==> src/hdl/rc4kg_pkg.sv <==
`timescale 1ns / 1ps

package rc4kg_pkg;

  // default store sizes
  localparam int MAX_PERM_DEF = 256;
  localparam int MAX_KEY_DEF  = 256;

  // width of the sums that get reduced modulo n (at most 3 * 255)
  localparam int XW = 10;
  // width of the size and length registers
  localparam int NW = 9;
  // width of the schedule round count
  localparam int RW = 16;
  // apb address and data widths
  localparam int CFG_AW = 4;
  localparam int CFG_DW = 32;
  // stream data widths
  localparam int IN_DW  = 24;
  localparam int OUT_DW = 8;

  // item opcodes
  localparam logic [1:0] OP_LOAD  = 2'd0;
  localparam logic [1:0] OP_SCHED = 2'd1;
  localparam logic [1:0] OP_GEN   = 2'd2;

  // register indexes
  localparam logic [1:0] REG_PERM_SIZE = 2'd0;
  localparam logic [1:0] REG_ROUNDS    = 2'd1;
  localparam logic [1:0] REG_KEY_LEN   = 2'd2;

  // iterative modulo: quotient bits handled per cycle and cycles per reduction
  localparam int MOD_BITS_PER_CYC = 3;
  localparam int MOD_CYCLES       = 3;

  // one restoring step: subtract n shifted by k when it fits
  function automatic logic [XW-1:0] mod_sub(input logic [XW-1:0] rem,
                                            input logic [NW-1:0] n,
                                            input int k);
    logic [XW+NW-1:0] d;
    logic [XW+NW-1:0] r;
    d = (XW+NW)'(n) << k;
    r = (XW+NW)'(rem);
    if (r >= d) begin
      return XW'(r - d);
    end
    return rem;
  endfunction

  // single compare and subtract, exact when x < 2n
  function automatic logic [XW-1:0] mod_fold(input logic [XW-1:0] x,
                                             input logic [NW-1:0] n);
    logic [XW-1:0] xn;
    xn = XW'(n);
    if (x >= xn) begin
      return x - xn;
    end
    return x;
  endfunction

endpackage

==> src/hdl/rc4_keystream_generator_core.sv <==
`timescale 1ns / 1ps

// Generalized RC4 keystream generator with permutation size N and T schedule rounds.
// Input stream: one item per transfer; in_tdata carries opcode, key index and key value.
//   load (opcode 0) writes one key element, schedule (opcode 1) fills the permutation
//   with the identity and runs T swap rounds, generate (opcode 2) emits one keystream
//   value on the output stream. Opcode 3 is taken and dropped.
// Steps, all set by the single permutation memory (one read and one write port,
// registered read data) and the iterative modulo unit:
//   load or unused opcode: handled in the idle state alone
//   generate: i step, j sum, read S[j], swap, output read, then the output register;
//   a sum that is 2N or more first goes through the modulo unit (3 quotient bits
//   per cycle), and for the i step a read of S[i] follows it
//   schedule: N fill writes, then per round read S[a], j sum, read S[j], two writes;
//   a round sum of 2N or more first goes through the modulo unit
// Items are taken one at a time; in_tready is high while the sequencer is idle.
// A finished keystream value sits in the output register while the next item is
// taken; a stalled receiver only holds back the next generate item at its last step.
// Reset clears i and j, the sequencer and the output valid flag and loads the default
// register values (N 256, T 256, key length 16). Memories are not cleared: a
// schedule must run before generate, and key elements must be loaded before use.
// Registers: perm_size at 0x0, schedule_rounds at 0x4, key_length at 0x8.
module rc4_keystream_generator_core #(
  parameter int MAX_PERM = rc4kg_pkg::MAX_PERM_DEF,
  parameter int MAX_KEY  = rc4kg_pkg::MAX_KEY_DEF
) (
  input  logic                          clk,
  input  logic                          rst_n,
  // input stream
  input  logic                          in_tvalid,
  output logic                          in_tready,
  // [1:0] opcode, [9:2] key_index, [17:10] key_value, [23:18] zero
  input  logic [rc4kg_pkg::IN_DW-1:0]   in_tdata,
  // result stream
  output logic                          out_tvalid,
  input  logic                          out_tready,
  // [7:0] keystream
  output logic [rc4kg_pkg::OUT_DW-1:0]  out_tdata,
  // configuration port
  input  logic                          psel,
  input  logic                          penable,
  input  logic                          pwrite,
  input  logic [rc4kg_pkg::CFG_AW-1:0]  paddr,
  input  logic [rc4kg_pkg::CFG_DW-1:0]  pwdata,
  output logic [rc4kg_pkg::CFG_DW-1:0]  prdata,
  output logic                          pready
);
  import rc4kg_pkg::*;

  localparam int PERM_DEPTH = (MAX_PERM < 256) ? MAX_PERM : 256;
  localparam int KEY_DEPTH  = (MAX_KEY < 256) ? MAX_KEY : 256;
  localparam int AW  = $clog2(PERM_DEPTH);
  localparam int KAW = (KEY_DEPTH > 1) ? $clog2(KEY_DEPTH) : 1;

  // sequencer states
  localparam logic [3:0] ST_IDLE     = 4'd0;
  localparam logic [3:0] ST_GEN_IRD  = 4'd1;
  localparam logic [3:0] ST_GEN_J    = 4'd2;
  localparam logic [3:0] ST_GEN_JRD  = 4'd3;
  localparam logic [3:0] ST_GEN_SWAP = 4'd4;
  localparam logic [3:0] ST_GEN_T    = 4'd5;
  localparam logic [3:0] ST_GEN_EMIT = 4'd6;
  localparam logic [3:0] ST_SCH_FILL = 4'd7;
  localparam logic [3:0] ST_SCH_RD   = 4'd8;
  localparam logic [3:0] ST_SCH_J    = 4'd9;
  localparam logic [3:0] ST_SCH_JRD  = 4'd10;
  localparam logic [3:0] ST_SCH_SW   = 4'd11;
  localparam logic [3:0] ST_SCH_W2   = 4'd12;
  localparam logic [3:0] ST_MOD      = 4'd13;

  // input fields
  logic [1:0] in_opcode;
  logic [7:0] in_key_index;
  logic [7:0] in_key_value;
  logic       in_xfer;

  assign in_opcode    = in_tdata[1:0];
  assign in_key_index = in_tdata[9:2];
  assign in_key_value = in_tdata[17:10];
  assign in_xfer      = in_tvalid && in_tready;

  // configuration registers
  logic [NW-1:0] perm_size_r;
  logic [RW-1:0] rounds_r;
  logic [NW-1:0] key_len_r;
  logic          cfg_wr;

  assign pready = 1'b1;
  assign cfg_wr = psel && penable && pwrite && pready;

  always_ff @(posedge clk) begin
    if (!rst_n) begin
      perm_size_r <= NW'(256);
      rounds_r    <= RW'(256);
      key_len_r   <= NW'(16);
    end else if (cfg_wr) begin
      unique case (paddr[3:2])
        REG_PERM_SIZE: perm_size_r <= pwdata[NW-1:0];
        REG_ROUNDS:    rounds_r    <= pwdata[RW-1:0];
        REG_KEY_LEN:   key_len_r   <= pwdata[NW-1:0];
        default: ;
      endcase
    end
  end

  // register readback
  always_comb begin
    unique case (paddr[3:2])
      REG_PERM_SIZE: prdata = CFG_DW'(perm_size_r);
      REG_ROUNDS:    prdata = CFG_DW'(rounds_r);
      REG_KEY_LEN:   prdata = CFG_DW'(key_len_r);
      default:       prdata = '0;
    endcase
  end

  // effective size and key length, saturated into range
  logic [NW-1:0] n_eff;
  logic [NW-1:0] l_eff;

  always_comb begin
    n_eff = perm_size_r;
    if (perm_size_r < NW'(2)) n_eff = NW'(2);
    if (perm_size_r > NW'(PERM_DEPTH)) n_eff = NW'(PERM_DEPTH);
    l_eff = key_len_r;
    if (key_len_r < NW'(1)) l_eff = NW'(1);
    if (key_len_r > NW'(KEY_DEPTH)) l_eff = NW'(KEY_DEPTH);
  end

  // sequencer registers
  logic [3:0]    state_r, state_nxt;
  logic [3:0]    ret_r, ret_nxt;
  logic [AW-1:0] i_r, i_nxt;
  logic [AW-1:0] j_r, j_nxt;
  logic [AW-1:0] res_r, res_nxt;
  logic [7:0]    si_r, si_nxt;
  logic [XW-1:0] rem_r, rem_nxt;
  logic [1:0]    mk_r, mk_nxt;
  logic [NW-1:0] fill_r, fill_nxt;
  logic [AW-1:0] a_r, a_nxt;
  logic [KAW-1:0] kidx_r, kidx_nxt;
  logic [RW-1:0] rnd_r, rnd_nxt;
  logic          fwd_r, fwd_nxt;
  logic          out_valid_r, out_valid_nxt;
  logic [7:0]    out_data_r, out_data_nxt;

  // memory ports
  logic          pwe;
  logic [AW-1:0] pwa;
  logic [7:0]    pwd;
  logic [AW-1:0] pra;
  logic [7:0]    prd_r;
  logic          kwe;
  logic [7:0]    krd_r;

  // reduction front end: one compare and subtract when the sum is below 2n
  logic [XW-1:0] red_x;
  logic          red_fast;
  logic [AW-1:0] red_val;

  always_comb begin
    case (state_r)
      ST_IDLE:     red_x = XW'(i_r) + XW'(1);
      ST_GEN_J:    red_x = XW'(j_r) + XW'(prd_r);
      ST_GEN_SWAP: red_x = XW'(si_r) + XW'(prd_r);
      ST_SCH_J:    red_x = XW'(j_r) + XW'(prd_r) + XW'(krd_r);
      default:     red_x = '0;
    endcase
  end

  assign red_fast = red_x < {n_eff, 1'b0};
  assign red_val  = AW'(mod_fold(red_x, n_eff));

  // iterative modulo: three quotient bits per cycle, from bit 8 down
  logic [XW-1:0] mod_rem;

  always_comb begin
    mod_rem = rem_r;
    for (int s = 0; s < MOD_BITS_PER_CYC; s++) begin
      mod_rem = mod_sub(mod_rem, n_eff,
                        (MOD_BITS_PER_CYC * MOD_CYCLES - 1) -
                        MOD_BITS_PER_CYC * int'(mk_r) - s);
    end
  end

  // index increments for the schedule
  logic [NW-1:0] a_inc;
  logic [NW-1:0] kidx_inc;
  logic          last_round;

  assign a_inc      = NW'(a_r) + NW'(1);
  assign kidx_inc   = NW'(kidx_r) + NW'(1);
  assign last_round = (17'(rnd_r) + 17'd1) == 17'(rounds_r);

  // sequencer
  always_comb begin
    state_nxt     = state_r;
    ret_nxt       = ret_r;
    i_nxt         = i_r;
    j_nxt         = j_r;
    res_nxt       = res_r;
    si_nxt        = si_r;
    rem_nxt       = rem_r;
    mk_nxt        = mk_r;
    fill_nxt      = fill_r;
    a_nxt         = a_r;
    kidx_nxt      = kidx_r;
    rnd_nxt       = rnd_r;
    fwd_nxt       = fwd_r;
    out_valid_nxt = out_valid_r;
    out_data_nxt  = out_data_r;
    pwe           = 1'b0;
    pwa           = i_r;
    pwd           = prd_r;
    pra           = res_r;
    kwe           = 1'b0;

    // output register drains on a transfer
    if (out_valid_r && out_tready) out_valid_nxt = 1'b0;

    unique case (state_r)
      ST_IDLE: begin
        pra = red_val;
        if (in_xfer) begin
          unique case (in_opcode)
            OP_LOAD: begin
              kwe = NW'(in_key_index) < NW'(KEY_DEPTH);
            end
            OP_SCHED: begin
              fill_nxt  = '0;
              j_nxt     = '0;
              state_nxt = ST_SCH_FILL;
            end
            OP_GEN: begin
              if (red_fast) begin
                i_nxt     = red_val;
                state_nxt = ST_GEN_J;
              end else begin
                rem_nxt   = red_x;
                mk_nxt    = '0;
                ret_nxt   = ST_GEN_IRD;
                state_nxt = ST_MOD;
              end
            end
            default: ;
          endcase
        end
      end

      // generate: i known after a long reduction, read S[i]
      ST_GEN_IRD: begin
        i_nxt     = res_r;
        pra       = res_r;
        state_nxt = ST_GEN_J;
      end

      // generate: j + S[i]
      ST_GEN_J: begin
        si_nxt = prd_r;
        if (red_fast) begin
          res_nxt   = red_val;
          state_nxt = ST_GEN_JRD;
        end else begin
          rem_nxt   = red_x;
          mk_nxt    = '0;
          ret_nxt   = ST_GEN_JRD;
          state_nxt = ST_MOD;
        end
      end

      // generate: read S[j]
      ST_GEN_JRD: begin
        j_nxt     = res_r;
        pra       = res_r;
        state_nxt = ST_GEN_SWAP;
      end

      // generate: S[i] gets S[j]; output index is S[i] + S[j]
      ST_GEN_SWAP: begin
        pwe = 1'b1;
        pwa = i_r;
        pwd = prd_r;
        if (red_fast) begin
          res_nxt   = red_val;
          state_nxt = ST_GEN_T;
        end else begin
          rem_nxt   = red_x;
          mk_nxt    = '0;
          ret_nxt   = ST_GEN_T;
          state_nxt = ST_MOD;
        end
      end

      // generate: S[j] gets old S[i]; read output entry, forward the same-cycle write
      ST_GEN_T: begin
        pwe       = 1'b1;
        pwa       = j_r;
        pwd       = si_r;
        pra       = res_r;
        fwd_nxt   = res_r == j_r;
        state_nxt = ST_GEN_EMIT;
      end

      // generate: load the output register when it is free
      ST_GEN_EMIT: begin
        pra = res_r;
        if (!out_valid_r || out_tready) begin
          out_data_nxt  = fwd_r ? si_r : prd_r;
          out_valid_nxt = 1'b1;
          state_nxt     = ST_IDLE;
        end
      end

      // schedule: identity fill
      ST_SCH_FILL: begin
        pwe      = 1'b1;
        pwa      = fill_r[AW-1:0];
        pwd      = fill_r[7:0];
        fill_nxt = fill_r + NW'(1);
        if (fill_r == n_eff - NW'(1)) begin
          a_nxt    = '0;
          kidx_nxt = '0;
          rnd_nxt  = '0;
          if (rounds_r == '0) begin
            i_nxt     = '0;
            j_nxt     = '0;
            state_nxt = ST_IDLE;
          end else begin
            state_nxt = ST_SCH_RD;
          end
        end
      end

      // schedule: read S[a]; key store reads at the key index every cycle
      ST_SCH_RD: begin
        pra       = a_r;
        state_nxt = ST_SCH_J;
      end

      // schedule: j + S[a] + key
      ST_SCH_J: begin
        si_nxt = prd_r;
        if (red_fast) begin
          res_nxt   = red_val;
          state_nxt = ST_SCH_JRD;
        end else begin
          rem_nxt   = red_x;
          mk_nxt    = '0;
          ret_nxt   = ST_SCH_JRD;
          state_nxt = ST_MOD;
        end
      end

      // schedule: read S[j]
      ST_SCH_JRD: begin
        j_nxt     = res_r;
        pra       = res_r;
        state_nxt = ST_SCH_SW;
      end

      // schedule: S[a] gets S[j]
      ST_SCH_SW: begin
        pwe       = 1'b1;
        pwa       = a_r;
        pwd       = prd_r;
        state_nxt = ST_SCH_W2;
      end

      // schedule: S[j] gets old S[a], advance the round
      ST_SCH_W2: begin
        pwe      = 1'b1;
        pwa      = j_r;
        pwd      = si_r;
        rnd_nxt  = rnd_r + RW'(1);
        a_nxt    = (a_inc == n_eff) ? '0 : a_inc[AW-1:0];
        kidx_nxt = (kidx_inc == l_eff) ? '0 : kidx_inc[KAW-1:0];
        if (last_round) begin
          i_nxt     = '0;
          j_nxt     = '0;
          state_nxt = ST_IDLE;
        end else begin
          state_nxt = ST_SCH_RD;
        end
      end

      // long reduction, then back to the waiting step
      ST_MOD: begin
        if (mk_r == 2'(MOD_CYCLES - 1)) begin
          res_nxt   = AW'(mod_rem);
          state_nxt = ret_r;
        end else begin
          rem_nxt = mod_rem;
          mk_nxt  = mk_r + 2'd1;
        end
      end

      default: begin
        state_nxt = ST_IDLE;
      end
    endcase
  end

  // control registers
  always_ff @(posedge clk) begin
    if (!rst_n) begin
      state_r     <= ST_IDLE;
      i_r         <= '0;
      j_r         <= '0;
      out_valid_r <= 1'b0;
    end else begin
      state_r     <= state_nxt;
      i_r         <= i_nxt;
      j_r         <= j_nxt;
      out_valid_r <= out_valid_nxt;
    end
  end

  // datapath registers
  always_ff @(posedge clk) begin
    ret_r      <= ret_nxt;
    res_r      <= res_nxt;
    si_r       <= si_nxt;
    rem_r      <= rem_nxt;
    mk_r       <= mk_nxt;
    fill_r     <= fill_nxt;
    a_r        <= a_nxt;
    kidx_r     <= kidx_nxt;
    rnd_r      <= rnd_nxt;
    fwd_r      <= fwd_nxt;
    out_data_r <= out_data_nxt;
  end

  // permutation memory, read returns the old entry on a same-address write
  logic [7:0] perm_mem [PERM_DEPTH];

  always_ff @(posedge clk) begin
    if (pwe) perm_mem[pwa] <= pwd;
    prd_r <= perm_mem[pra];
  end

  // key store
  logic [7:0] key_mem [KEY_DEPTH];

  always_ff @(posedge clk) begin
    if (kwe) key_mem[in_key_index[KAW-1:0]] <= in_key_value;
    krd_r <= key_mem[kidx_r];
  end

  // stream handshakes
  assign in_tready  = state_r == ST_IDLE;
  assign out_tvalid = out_valid_r;
  assign out_tdata  = out_data_r;

  // the output register is never overwritten while a value waits
  a_emit_hold: assert property (@(posedge clk) disable iff (!rst_n)
    (state_r == ST_GEN_EMIT && out_valid_r && !out_tready) |=>
      (state_r == ST_GEN_EMIT && $stable(out_data_r)))
    else $error("keystream register overwritten while stalled");

  // reduced j stays below the permutation size
  a_j_range: assert property (@(posedge clk) disable iff (!rst_n)
    (state_r == ST_GEN_JRD || state_r == ST_SCH_JRD) |-> (NW'(res_r) < n_eff))
    else $error("reduced index out of range");

  // fill never runs past the permutation size
  a_fill_range: assert property (@(posedge clk) disable iff (!rst_n)
    (state_r == ST_SCH_FILL) |-> (fill_r < n_eff))
    else $error("identity fill out of range");

  // long reduction finishes within its cycle budget
  a_mod_phase: assert property (@(posedge clk) disable iff (!rst_n)
    (state_r == ST_MOD) |-> (mk_r < 2'(MOD_CYCLES)))
    else $error("modulo unit phase overrun");

endmodule
==> config.mk <==
export PLATFORM = sky130hd
export DESIGN_NAME = rc4_keystream_generator_core
export DESIGN_NICKNAME = d
export VERILOG_FILES = /design/src/hdl/rc4kg_pkg.sv /design/src/hdl/rc4_keystream_generator_core.sv
export SDC_FILE = /design/constraint.sdc
export NUM_CORES = 2
export LEC_CHECK = 0
export ABC_AREA = 1
export BUFFER_PORTS_ARGS = -buffer_cell sky130_fd_sc_hd__buf_2
export CAP_MARGIN = 20
export CORE_MARGIN = 2
export CORE_UTILIZATION = 48
export CTS_BUF_LIST = sky130_fd_sc_hd__clkbuf_8
export DETAILED_ROUTE_END_ITERATION = 7
export PLACE_DENSITY = 0.66
export SYNTH_ARGS = -nofsm -noshare
export SYNTH_HDL_FRONTEND = slang
export SYNTH_SLANG_ARGS = --single-unit
export TNS_END_PERCENT = 20
==> constraint.sdc <==
create_clock -name clk -period 13 [get_ports clk]
set_input_delay 1.95 -clock clk [delete_from_list [all_inputs] [get_ports clk]]
set_output_delay 1.95 -clock clk [all_outputs]
set_load 0.05 [all_outputs]
==> metrics.txt <==
status completed; Multi-input gate area 42,700 um2; pin count of the biggest net entering global routing 224; Die H 613 um; GP Congestion 0.888; clock slew at reported path FFs 0.07 ns; R2R depth 49; setup skew after layout 0.0491 ns; Yosys warning total 0; final worst-path cycle share 0.725; synth top area cells edfxtp_1, o211ai_1, nor2_1, o21ai_0, nand2_1; 1st-iter DRT viols 13,600; max-cap violation count 0; slowest stage cell, crit path edfxtp_1; critical path endpoint category register; Top cell by count, worst path nand2_1; worst slack, placed 3.71 ns; Worst Slack Setup Final 3.57 ns; number of global-route vias before repair 109,000; CTS tree yes; WP data arrival 10.37 ns; CTS root buf clkbuf_8; Num Clock Sinks 4,249; Pleak 66.3 nW; commonest non-fill, non-tap cells in the layout edfxtp_1, nor2_1, nand2_1; layout cells sized above 1 0.0755; Remaining DRCs 0; Post-Syn Area 178,000 um2; crit-path leading delay family simple AND/OR/NAND/NOR gates; clock buffer depth 4; Slew headroom 0.190; fmax 106 MHz; CP Depth 49; Async SR Flop Fraction 0; CP max stage delay 0.77 ns; Synth Area per Inst 12.1 um2; Initial DRT Pass Iterations 8; Least-Margin Pin Slew 1.21 ns; pwr/cell area 240 nW/um2; Slew Limit Fails 0; Die X 613 um; cts repair resizes 0; Post-synth top flop edfxtp_1; Vias 116,000; critical path class register to register; Final Hold Fails 0; sequential power share 0.357; Net Sw Frac 0.430; EDFF count, synth 4,178; Final min period 9.43 ns; total I/O pin count 110; NetSw 20.1 mW; commonest non-fill, non-tap cell in the layout edfxtp_1; Hold Crit Class register to register; Int Power 26.6 mW; number of hold buffers added after CTS 0; Clk pwr share 0.220; critical path launch point type register; row cnt 223; sequential area share after synthesis 0.713; CP max FO 33; FF+latch area 127,000 um2; Final nets 14,800; area leader, netlist edfxtp_1; grt total ovfl 0; final setup fails 0; Synth Instances 14,700; critical path buffer and inverter count 8; Synth top area share 0.705; combinational share of power 0.423; Peak VDD IR 531 uV; initial antenna violation count 11; antenna-violating nets left 0; H-tree Lvls 6; drt total wl 469 mm; Skew-Pair Late Insertion Delay 1.19 ns; Design Power 46.7 mW; Vias/cell 5.76; library cells used by synthesis 63; setup repair bufs after CTS 0; unrepaired setup endpoints after global routing no; hold depth 2; gr usage total 0.243; total CTS buffers 668; Initial Util 0.482; #FFs+latches synth 4,249; Critical Path RT 13.94 ns; Die Area 376,000 um2; Syn-to-layout area delta 9.15%; HPWL after DPL 261 mm; per-cell routed wire length 23.3 um; core area 369,000 um2; FILL cells 31,200; IO buf count 68; first-pass GRT wire length 690 mm
-- power groups by stage --
stage | combinational [mW] | sequential (mW) | clock [mW]
2_1_floorplan | 13.1 | 17.9 | 0
3_3_place_gp | 19.2 | 16.9 | 0
3_5_place_dp | 19.5 | 16.9 | 0
4_1_cts | 19.5 | 16.7 | 10.4
5_1_grt | 21.4 | 16.7 | 11.0
6_report | 19.7 | 16.7 | 10.3
-- worst register-to-register path, delay by kind of cell (launching register included) --
| family | cells | cell delay [ns] |
|---|---|---|
| adder cells (fa/ha/maj) | 4 | 1.40 |
| AO/OA/AOI/OAI | 9 | 2.04 |
| flip-flops | 1 | 0.77 |
| buffers and inverters | 8 | 1.45 |
| AND/OR/NAND/NOR | 28 | 3.52 |
-- cells by family after synthesis --
kind of cell / Yosys count / synth area share
AO/OA/AOI/OAI: 3183 / 0.112
flip-flops: 4249 / 0.713
adder cells (fa/ha/maj): 88 / 0.00648
buffers and inverters: 2167 / 0.0487
other: 2 / 0.0000422
AND/OR/NAND/NOR: 4949 / 0.116
XOR/XNOR: 95 / 0.00468
-- worst paths after layout --
check | startpoint | endpoint | slack, ns
setup reg to reg | mk_r[0] | rem_r[1] | 3.57
setup / recovery | mk_r[0] | rem_r[1] | 3.57
hold reg to reg | key_len_r[0] | key_len_r[0] | 0.52
hold / removal | key_len_r[0] | key_len_r[0] | 0.52
-- sequential cells by signal (all words and copies together), names as in the netlist, 9 cells and up --
| name | count |
|---|---|
| key_mem | 2048 |
| perm_mem | 2048 |
| rnd_r | 16 |
| rounds_r | 16 |
| rem_r | 10 |
| fill_r | 9 |
| key_len_r | 9 |
| perm_size_r | 9 |
-- synth_stat cells (all sizes together) (3+ instances only) --
cell type / n
edfxtp: 4178
o311ai: 3
nor3: 34
nand3: 1199
a2111oi: 6
nor2: 1955
nand4: 58
o21bai: 8
a221oi: 15
nor4: 14
a31oi: 31
nand3b: 6
and2: 4
o22ai: 322
or2: 16
a211oi: 5
o31ai: 3
xor2: 65
a22oi: 4
a32o: 6
xnor2: 30
a41oi: 4
clkinv: 9
clkbuf: 608
dfxtp: 71
inv: 1165
fa: 7
o211ai: 975
ha: 81
a21oi: 200
o21ai: 1379
o221ai: 209
buf: 385
nand2: 1659
-- metal layers --
metal  part of all wire  GRT usage
met2               0.47      0.390
met3              0.083     0.0358
met4              0.045      0.108
met5           0.000098          0
met1               0.40      0.331
-- final cells by class --
type,count,area share
flip-flops and latches,4249,0.653
multi-input cells,8333,0.220
clock buffers,674,0.0478
well taps,4950,0.0319
inverters,1174,0.0230
clock inverters,497,0.0134
repair buffers,242,0.0107
diodes,6,0.0000773
-- per-stage QoR --
stage | instance area, um2 | std cells | hold slack, ns | utilization | setup TNS, ns
final | 194000 | 20100 | 0.516 | 0.527 | 0
after CTS | 194000 | 20100 | 0.513 | 0.526 | 0
after global placement | 182000 | 18900 | 0.498 | 0.494 | 0
after detailed placement | 182000 | 18900 | 0.501 | 0.494 | 0
after global routing | 194000 | 20100 | 0.538 | 0.527 | 0
after floorplan | 178000 | 14700 | 0.458 | - | -290.38
Note: power is estimated with default switching activity, not from simulation.
